File: config.mk
export PLATFORM = sky130hd
export DESIGN_NAME = mpeg2_frame_splitter
export DESIGN_NICKNAME = d
export VERILOG_FILES = /design/src/rtl/mfs_pkg.sv /design/src/rtl/mpeg2_frame_splitter.sv
export SDC_FILE = /design/constraint.sdc
export NUM_CORES = 1
export LEC_CHECK = 0
export ABC_AREA = 1
export BUFFER_PORTS_ARGS = -buffer_cell sky130_fd_sc_hd__buf_2
export CAP_MARGIN = 20
export CORE_MARGIN = 4
export CORE_UTILIZATION = 28
export DETAILED_ROUTE_END_ITERATION = 16
export PLACE_DENSITY_LB_ADDON = 0.05
export SYNTH_ARGS = -nofsm -noshare
export SYNTH_HDL_FRONTEND = slang
export SYNTH_SLANG_ARGS = --single-unit
File: constraint.sdc
create_clock -name clk_i -period 3.57 [get_ports clk_i]
set_input_delay 0.357 -clock clk_i [delete_from_list [all_inputs] [get_ports clk_i]]
set_output_delay 0.357 -clock clk_i [all_outputs]
set_load 0.02 [all_outputs]
File: src/rtl/mfs_pkg.sv
// ----------------------------------------------------------------------------
// mfs_pkg: shared definitions for the mpeg2 frame splitter
// Start code values, field widths and parameter defaults.
// ----------------------------------------------------------------------------
package mfs_pkg;

  // default width of the frame byte counter
  localparam int unsigned LengthBitsDefault = 24;

  // width of the reported frame length field
  localparam int unsigned FrameLenBits = 24;

  // three-byte history and its reset pattern
  localparam int unsigned HistBits = 24;
  localparam logic [HistBits-1:0] HistReset  = 24'hFF_FFFF;
  localparam logic [HistBits-1:0] CodePrefix = 24'h00_0001;

  // start code low bytes
  localparam logic [7:0] CodeSeq   = 8'hB3;
  localparam logic [7:0] CodeGop   = 8'hB8;
  localparam logic [7:0] CodePic   = 8'h00;
  localparam logic [7:0] CodeSlice = 8'h01;
  localparam logic [7:0] CodeUser  = 8'hB2;
  localparam logic [7:0] CodeExt   = 8'hB5;

  // bytes of a start code, which open the next frame's count
  localparam int unsigned StartCodeBytes = 4;

endpackage : mfs_pkg

File: src/rtl/mpeg2_frame_splitter.sv
// ----------------------------------------------------------------------------
// mpeg2_frame_splitter: start code based frame splitter for mpeg2 video
// Counts elementary stream bytes per frame and reports each finished frame.
// ----------------------------------------------------------------------------
// Usage:
//   The input channel (in_valid_i / in_ready_o / stream_byte_i) takes one byte
//   of the elementary stream per transaction. The output channel
//   (out_valid_o / out_ready_i) carries one transaction per finished frame:
//   its byte length without the following start code, a saturation flag and
//   the low byte of the start code that opens the next frame.
//   A frame ends at a sequence, gop or picture start code that follows a
//   slice start code within the current frame.
//   Throughput is one byte per clock cycle unless a result stalls. A result
//   appears on the outputs in the cycle after the byte that completes it is
//   taken; the single output register is the only storage on the result path.
//   When the receiver stalls with a result pending, in_ready_o drops until
//   the result is taken; a result taken in the same cycle frees the register
//   for the next byte, so no cycle is lost.
//   Reset clears the byte history to all ones, the count to zero and all
//   frame flags; no result is pending after reset.
// ----------------------------------------------------------------------------
module mpeg2_frame_splitter #(
  parameter int unsigned LENGTH_BITS = mfs_pkg::LengthBitsDefault
) (
  input  logic                             clk_i,
  input  logic                             rst_ni,
  input  logic                             in_valid_i,
  output logic                             in_ready_o,
  input  logic [7:0]                       stream_byte_i,
  output logic                             out_valid_o,
  input  logic                             out_ready_i,
  output logic [mfs_pkg::FrameLenBits-1:0] frame_length_o,
  output logic                             length_saturated_o,
  output logic [7:0]                       next_code_o
);
  import mfs_pkg::*;

  localparam logic [LENGTH_BITS-1:0] CountMax   = {LENGTH_BITS{1'b1}};
  localparam logic [LENGTH_BITS-1:0] CountStart = LENGTH_BITS'(StartCodeBytes);
  localparam logic [LENGTH_BITS-1:0] PrefixLag  = LENGTH_BITS'(3);

  logic [HistBits-1:0]     hist_q, hist_d;
  logic [LENGTH_BITS-1:0]  count_q, count_d;
  logic                    sat_q, sat_d;
  logic                    started_q, started_d;
  logic                    slice_q, slice_d;

  logic                    out_valid_q;
  logic [FrameLenBits-1:0] len_q, len_d;
  logic                    len_sat_q, len_sat_d;
  logic [7:0]              code_q;

  logic                    accept;
  logic                    prefix;
  logic                    frame_start;
  logic                    recognized;
  logic                    emit;
  logic [LENGTH_BITS-1:0]  count_inc;
  logic [LENGTH_BITS-1:0]  len_raw;
  logic [31:0]             len_wide;
  logic                    len_clip;

  // handshake: the output register frees up when its result is taken
  assign in_ready_o = !out_valid_q || out_ready_i;
  assign accept     = in_valid_i && in_ready_o;

  // start code decode
  assign prefix      = (hist_q == CodePrefix);
  assign frame_start = prefix && ((stream_byte_i == CodeSeq) ||
                                  (stream_byte_i == CodeGop) ||
                                  (stream_byte_i == CodePic));
  assign recognized  = frame_start || (prefix && ((stream_byte_i == CodeSlice) ||
                                                  (stream_byte_i == CodeUser)  ||
                                                  (stream_byte_i == CodeExt)));
  assign emit        = frame_start && started_q && slice_q;

  // frame length of the finished frame, clipped to the output field
  assign count_inc = count_q + LENGTH_BITS'(1);
  always_comb begin
    if (sat_q) begin
      len_raw = CountMax;
    end else if (count_q >= PrefixLag) begin
      len_raw = count_q - PrefixLag;
    end else begin
      len_raw = '0;
    end
    len_wide = 32'(len_raw);
    len_clip = |len_wide[31:FrameLenBits];
    len_d     = len_clip ? {FrameLenBits{1'b1}} : len_wide[FrameLenBits-1:0];
    len_sat_d = sat_q || len_clip;
  end

  // next state of counter, flags and history
  always_comb begin
    count_d   = count_q;
    sat_d     = sat_q;
    started_d = started_q;
    slice_d   = slice_q;
    if (emit) begin
      count_d   = CountStart;
      sat_d     = 1'b0;
      slice_d   = 1'b0;
      started_d = 1'b1;
    end else begin
      if (count_q == CountMax) begin
        sat_d = 1'b1;
      end else begin
        count_d = count_inc;
        if (count_inc == CountMax) begin
          sat_d = 1'b1;
        end
      end
      if (frame_start) begin
        started_d = 1'b1;
      end
      if (prefix && (stream_byte_i == CodeSlice) && started_q) begin
        slice_d = 1'b1;
      end
    end
    hist_d = recognized ? HistReset : {hist_q[HistBits-9:0], stream_byte_i};
  end

  // state registers
  always_ff @(posedge clk_i or negedge rst_ni) begin
    if (!rst_ni) begin
      hist_q    <= HistReset;
      count_q   <= '0;
      sat_q     <= 1'b0;
      started_q <= 1'b0;
      slice_q   <= 1'b0;
    end else if (accept) begin
      hist_q    <= hist_d;
      count_q   <= count_d;
      sat_q     <= sat_d;
      started_q <= started_d;
      slice_q   <= slice_d;
    end
  end

  // output valid
  always_ff @(posedge clk_i or negedge rst_ni) begin
    if (!rst_ni) begin
      out_valid_q <= 1'b0;
    end else if (accept) begin
      out_valid_q <= emit;
    end else if (out_ready_i) begin
      out_valid_q <= 1'b0;
    end
  end

  // output payload
  always_ff @(posedge clk_i) begin
    if (accept && emit) begin
      len_q     <= len_d;
      len_sat_q <= len_sat_d;
      code_q    <= stream_byte_i;
    end
  end

  assign out_valid_o        = out_valid_q;
  assign frame_length_o     = len_q;
  assign length_saturated_o = len_sat_q;
  assign next_code_o        = code_q;

  // a reported frame always ends at a frame start code
  assert property (@(posedge clk_i) disable iff (!rst_ni)
    out_valid_o |-> (next_code_o == CodeSeq) || (next_code_o == CodeGop) ||
                    (next_code_o == CodePic))
    else $error("result carries a code that is not a frame start");

  // a slice mark needs a frame start first
  assert property (@(posedge clk_i) disable iff (!rst_ni)
    slice_q |-> started_q)
    else $error("slice mark set before any frame start");

  // after a frame is reported the new count holds the start code bytes
  assert property (@(posedge clk_i) disable iff (!rst_ni)
    (accept && emit) |=> (count_q == CountStart) && !slice_q && started_q && out_valid_q)
    else $error("frame restart did not reload the count");

  // a pending result that is not taken blocks the input
  assert property (@(posedge clk_i) disable iff (!rst_ni)
    (out_valid_q && !out_ready_i) |-> !in_ready_o)
    else $error("input taken while a stalled result is pending");

endmodule : mpeg2_frame_splitter

# Word-level counts from Yosys, hierarchy flattened
# Cells that the tools add are included.
word_totals:
  reg_bits: 85
  input_bits: 12
  out_inout_bits: 35
classes:
  add_sub_neg: 2
  order_cmp: 1
  eq_ne: 9
  mux: 13
  reduce_logical: 24
op_table:
  columns: ["op", "count"]
  rows:
  - ["$mux 24", 4]
  - ["$eq 24x24->1 const B", 2]
  - ["$eq 8x8->1 const B", 4]
  - ["$add 24x1->24 const B", 1]
  - ["$eq 24x1->1 const B", 1]
  - ["$ge 24x2->1 const B", 1]
  - ["$sub 24x2->24 const B", 1]
  - ["$mux 1", 9]
  - ["$eq 8x1->1 const B", 1]
  - ["$logic_and 1x1->1", 8]
  - ["$logic_not 8->1", 1]
  - ["$reduce_and 2->1", 4]
  - ["$logic_or 1x1->1", 6]
  - ["$reduce_bool 2->1", 3]
  - ["$reduce_bool 3->1", 1]
  - ["$ne 2x2->1 const B", 1]
  - ["$logic_not 1->1", 1]

# Longest topological paths before layout
depth:
  word_depth: 8
  depth_mapped: 16
  depth_no_buf: 16

# Worst setup path before layout
# No wires, ideal clock.
synth_timing:
  kind: "reg-to-reg"
  startpoint: "register out_valid_q (netlist: out_valid_o)"
  endpoint: "register len_q[0] (netlist: frame_length_o[0]), enable pin"
  setup_time_ps: 464
  arrival_time_ps: 3544
  required_time_ps: 3106
  setup_slack_ps: -438
  stages_incl_launch_ff: 7
  n_path_buf: 1
  period_less_slack_ps: 4008
  cell_sequence: "dfrtp_1 > nand2_1 > nand2_1 > inv_1 > buf_2 > nand4_1 > nor3_1"
synth_between:
  elab_chain_cells: 4
synth_lines:
  columns: ["element", "line", "rtl"]
  rows:
  - ["start, declared", "mpeg2_frame_splitter.sv:48", "logic out_valid_q;"]
  - ["start signal, assigned", "mpeg2_frame_splitter.sv:145", "out_valid_q <= emit;"]
  - ["$logic_not 1->1", "mpeg2_frame_splitter.sv:64", "assign in_ready_o = !out_valid_q || out_ready_i;"]
  - ["$logic_or 1x1->1", "mpeg2_frame_splitter.sv:64", null]
  - ["net in_ready_o", "mpeg2_frame_splitter.sv:28", "output logic in_ready_o,"]
  - ["$logic_and 1x1->1", "mpeg2_frame_splitter.sv:65", "assign accept = in_valid_i && in_ready_o;"]
  - ["$logic_and 1x1->1", "mpeg2_frame_splitter.sv:153", "if (accept && emit) begin"]
  - ["end signal, assigned", "mpeg2_frame_splitter.sv:154", "len_q <= len_d;"]
  - ["end, declared", "mpeg2_frame_splitter.sv:49", "logic [FrameLenBits-1:0] len_q, len_d;"]
# The timed path passes the listed nets, and every way through them passes these cells.
# A chain may end at the register's enable or synchronous reset.

# Final worst setup path
layout_timing:
  startpoint: "register count_q[0]"
  endpoint: "register len_q[23] (netlist: frame_length_o[23]), data pin"
layout_between:
  elab_chain_cells: 2
  word_cells_on_any_way: 3
  classes_between: "1 x add/sub; 1 x order compare; 1 x mux"
layout_lines:
  columns: ["element", "line", "rtl"]
  rows:
  - ["start, declared", "mpeg2_frame_splitter.sv:43", "logic [LENGTH_BITS-1:0] count_q, count_d;"]
  - ["start signal, assigned", "mpeg2_frame_splitter.sv:133", "count_q <= count_d;"]
  - ["$sub 24x2->24 or $ge 24x2->1 (tied branches)", "mpeg2_frame_splitter.sv:83, mpeg2_frame_splitter.sv:82", null]
  - ["$mux 24 *", "mpeg2_frame_splitter.sv:82", "end else if (count_q >= PrefixLag) begin"]
# Mark *: on every way between the ends. The rest lies on a longest branch, timed or not.

==> impl_metrics.py <==
metrics = {
    "die": {
        "io_pins": 47,
        "rows": 47,
        "core_sq_um": 16800,
        "fp.dieH_microns": 139,
        "initial_core_util_pct": 28.8,
        "die_x_microns": 139,
        "die_area_sq_um": 19400,
    },
    "timing": {
        "period_share_pct": 69.0,
        "final-setup-viol-count": 0,
        "fmax_ghz": 0.406,
        "min_period_ns": 2.46,
        "finalSetupTns_ns": 0,
        "whs_ns": 0.0681,
        "timing.final.max_slew_violations": 0,
        "skew_ns": 0.0108,
        "hold_viol": 0,
        "tightestPinTransition_ns": 0.728,
        "rsz0062_at_grt": "false",
        "timing.slew.headroom_pct": 51.5,
    },
    "detailed_routing": {
        "first_iter_violations": 305,
        "drc": 0,
        "via_count": 4011,
        "final_antenna_net_count": 0,
        "wire_per_inst_microns": 15.2,
        "firstDrtPassIters": 5,
        "wl_microns": 13000,
        "via_per_inst": 4.67,
    },
    "synthesis": {
        "avgSynthCellArea_sq_um": 8.12,
        "syn_area_sq_um": 4820,
        "synth-main-ff-cell": "edfxtp_1",
        "synth_compound_area_share_pct": 11.9,
        "ys.warnings.count": 0,
        "ys_types": 39,
        "synth_fa_ha_area_share_pct": 0.519,
        "synth_fp_nets": 608,
        "synth-async-reset-ratio_pct": 61.2,
        "ys_seq_elements": 85,
        "synthMuxAreaShare_pct": 0,
        "synth-simple-area-share_pct": 29.1,
        "synth_top_family_by_area": "simple AND/OR/NAND/NOR gates",
        "synth-edff-count": 33,
        "syn_inst": 594,
        "synth_xor_area_share_pct": 1.63,
        "yosysSeqAreaShare_pct": 48.1,
    },
    "critical_path": {
        "cp_slowest_cell": "dfrtp_1",
        "worst_setup_path_end_kind": "flip-flop",
        "crit_required_ns": 3.64,
        "cp-start-kind": "flip-flop",
        "r2r_slack_ns": 1.11,
        "cp_max_fo": 15,
        "reg2regPathDepth": 9,
        "worstReg2RegEnd": "frame_length_o[23]",
        "r2r_start": "count_q[0]",
        "worstPathCellList": "ha_1, nor2_1, inv_1, nor2_2, nand3_2, inv_2, a21oi_1, o21ai_0, nand2_1",
        "max_stage_delay_ns": 0.44,
        "critPathKind": "reg2reg",
        "worstPathArrival_ns": 2.54,
    },
    "status": {
        "outcome": "complete, no violations",
    },
    "power": {
        "p_sw_mw": 1.02,
        "clkPwrFrac_pct": 32.6,
        "power_leakage_nw": 2.31,
        "peakVddDrop_mv": 0.250,
        "p_seq_share_pct": 43.5,
        "powerDensity_nw_per_um2": 533,
        "intPower_mw": 1.94,
        "swShare_pct": 34.5,
        "p_comb_share_pct": 24.0,
    },
    "place": {
        "hpwl_microns": 9770,
        "globalplace.congestion": 0.776,
        "place.port_buffers": 46,
    },
    "grt": {
        "grt_overflow": 0,
        "grt_usage_pct": 13.7,
        "grt_max_degree": 39,
        "grt_pass1_wl_microns": 21100,
        "antenna_found_initial": 0,
        "grt_pass1_vias": 3783,
    },
    "finish": {
        "area_growth_pct": 15.1,
        "fin_nets": 648,
        "multi_input_area_sq_um": 2090,
        "fillers": 1790,
        "regArea_sq_um": 2320,
        "antennaDiodeCount": 0,
        "final_util_pct": 33.1,
        "final_layout_size_suffix_gt1_share_pct": 21.8,
    },
    "clock_tree": {
        "cts.path.max_buffers": 2,
        "htreeDepth": 3,
        "postCtsHoldBufs": 0,
        "post_cts_buffers": 0,
        "cts_root_buf": "clkbuf_16",
        "clkTransAtPathRegs_ns": 0.07,
        "cts_tree": "done",
        "cts_sinks": 85,
        "cts_resized": 0,
        "cts_buffers": 9,
        "clkLatencyLatePin_ns": 0.34,
    },
    "run": {
        "maxCapViolations": 0,
    },
    "hold_path": {
        "hp-class": "in2async",
    },
}
==> per-layer routing <==
metal / global-route usage (%) / vias up / part of all wire (%)
li1: - / 2048 / -
met1: 22.5 / 1854 / 55
met3: 2.64 / 8 / 5.5
met4: 3.76 / 0 / 0.88
met2: 17.7 / 101 / 38
met5: 0 / - / 0
==> cell usage after synthesis, types with 2 or more instances <==
library cell / number / share of area [%]
nand2_1: 115 / 8.9
o22ai_1: 5 / 0.65
inv_2: 13 / 1.0
edfxtp_1: 33 / 21
o21ai_1: 14 / 1.5
nor2_1: 102 / 7.9
clkbuf_1: 4 / 0.31
a22oi_1: 5 / 0.78
nor4_1: 5 / 0.65
buf_1: 2 / 0.16
a31oi_1: 17 / 2.2
ha_1: 2 / 0.52
inv_1: 67 / 5.2
nand3_1: 37 / 3.8
nand2_4: 2 / 0.47
buf_2: 10 / 1.0
dfstp_2: 24 / 13
a21oi_1: 7 / 0.73
nor2_4: 6 / 1.4
o22ai_2: 10 / 2.6
nor2_2: 7 / 0.91
o21ai_0: 22 / 2.3
nand4_1: 13 / 1.7
buf_4: 2 / 0.31
nor3_1: 10 / 1.0
dfrtp_1: 28 / 15
o31ai_1: 5 / 0.78
nand2_2: 7 / 0.91
xor2_1: 8 / 1.5
buf_6: 3 / 0.70
==> through the flow <==
stage,total power [mW],cell area (sq um),setup WS [ns],std cells
after floorplan,1.80,4830,0.560,594
after global placement,2.02,5250,1.09,843
after detailed placement,2.01,5250,1.08,843
after CTS,2.99,5550,1.06,859
after global routing,3.16,5550,0.906,859
final,2.96,5550,1.11,859
==> registers in the layout, summed over array words and instances (netlist names) <==
name / flops
count_q: 24
frame_length_o: 24
hist_q: 24
next_code_o: 8
len_sat_d: 1
length_saturated_o: 1
out_valid_o: 1
slice_q: 1
started_q: 1
==> worst max-delay path by stage <==
stage	from	to	slack [ns]	cells after the start
finish	count_q[0]	frame_length_o[23]	1.11	9
global route	count_q[0]	frame_length_o[23]	0.91	9
detailed placement	count_q[0]	frame_length_o[23]	1.08	9
floorplan	out_valid_o	frame_length_o[0]	0.56	6
CTS	count_q[0]	frame_length_o[23]	1.06	9
global placement	count_q[0]	frame_length_o[23]	1.09	9
==> logic make-up after synthesis <==
kind of cell | Yosys count
fa+ha+maj | 2
compound gates | 87
xor+xnor | 9
buf+inv | 101
simple gates | 310
flops | 85
==> cell usage in the layout, fill, tap and decap left out, drive strengths merged, types with 2 or more instances in the layout <==
master,synthesis,final
a21oi,7,7
a22oi,5,5
a31oi,17,17
buf,17,50
clkbuf,4,13
dfrtp,28,28
dfstp,24,24
edfxtp,33,33
ha,2,2
inv,80,82
nand2,124,124
nand3,38,38
nand4,14,14
nor2,115,115
nor3,10,10
nor4,6,6
o21ai,36,36
o22ai,15,15
o31ai,6,6
xor2,8,8
==> worst max-delay path, delay by kind of cell (launching register included) <==
family                   cells  cell delay, ns
AO/OA/AOI/OAI                2            0.15
adder cells (fa/ha/maj)      1            0.29
buffers and inverters        2            0.41
flip-flops                   1            0.44
AND/OR/NAND/NOR              4            0.89
==> layout make-up <==
| cell class | count | area share (%) |
|---|---|---|
| multi-input combinational | 408 | 37.6 |
| sequential | 85 | 41.8 |
| tap | 220 | 4.96 |
| inverter | 80 | 5.41 |
| clock inverter | 3 | 0.428 |
| timing repair buffer | 50 | 4.69 |
| clock buffer | 13 | 5.07 |
==> power by group through the flow <==
stage	Clock (mW)	Sequential, mW	Combinational (mW)
floorplan	0	1.23	0.571
global placement	0	1.30	0.716
CTS	0.997	1.28	0.713
finish	0.963	1.29	0.710
global route	1.04	1.30	0.818
detailed placement	0	1.30	0.709
Note: power is estimated with default switching activity, not from simulation.
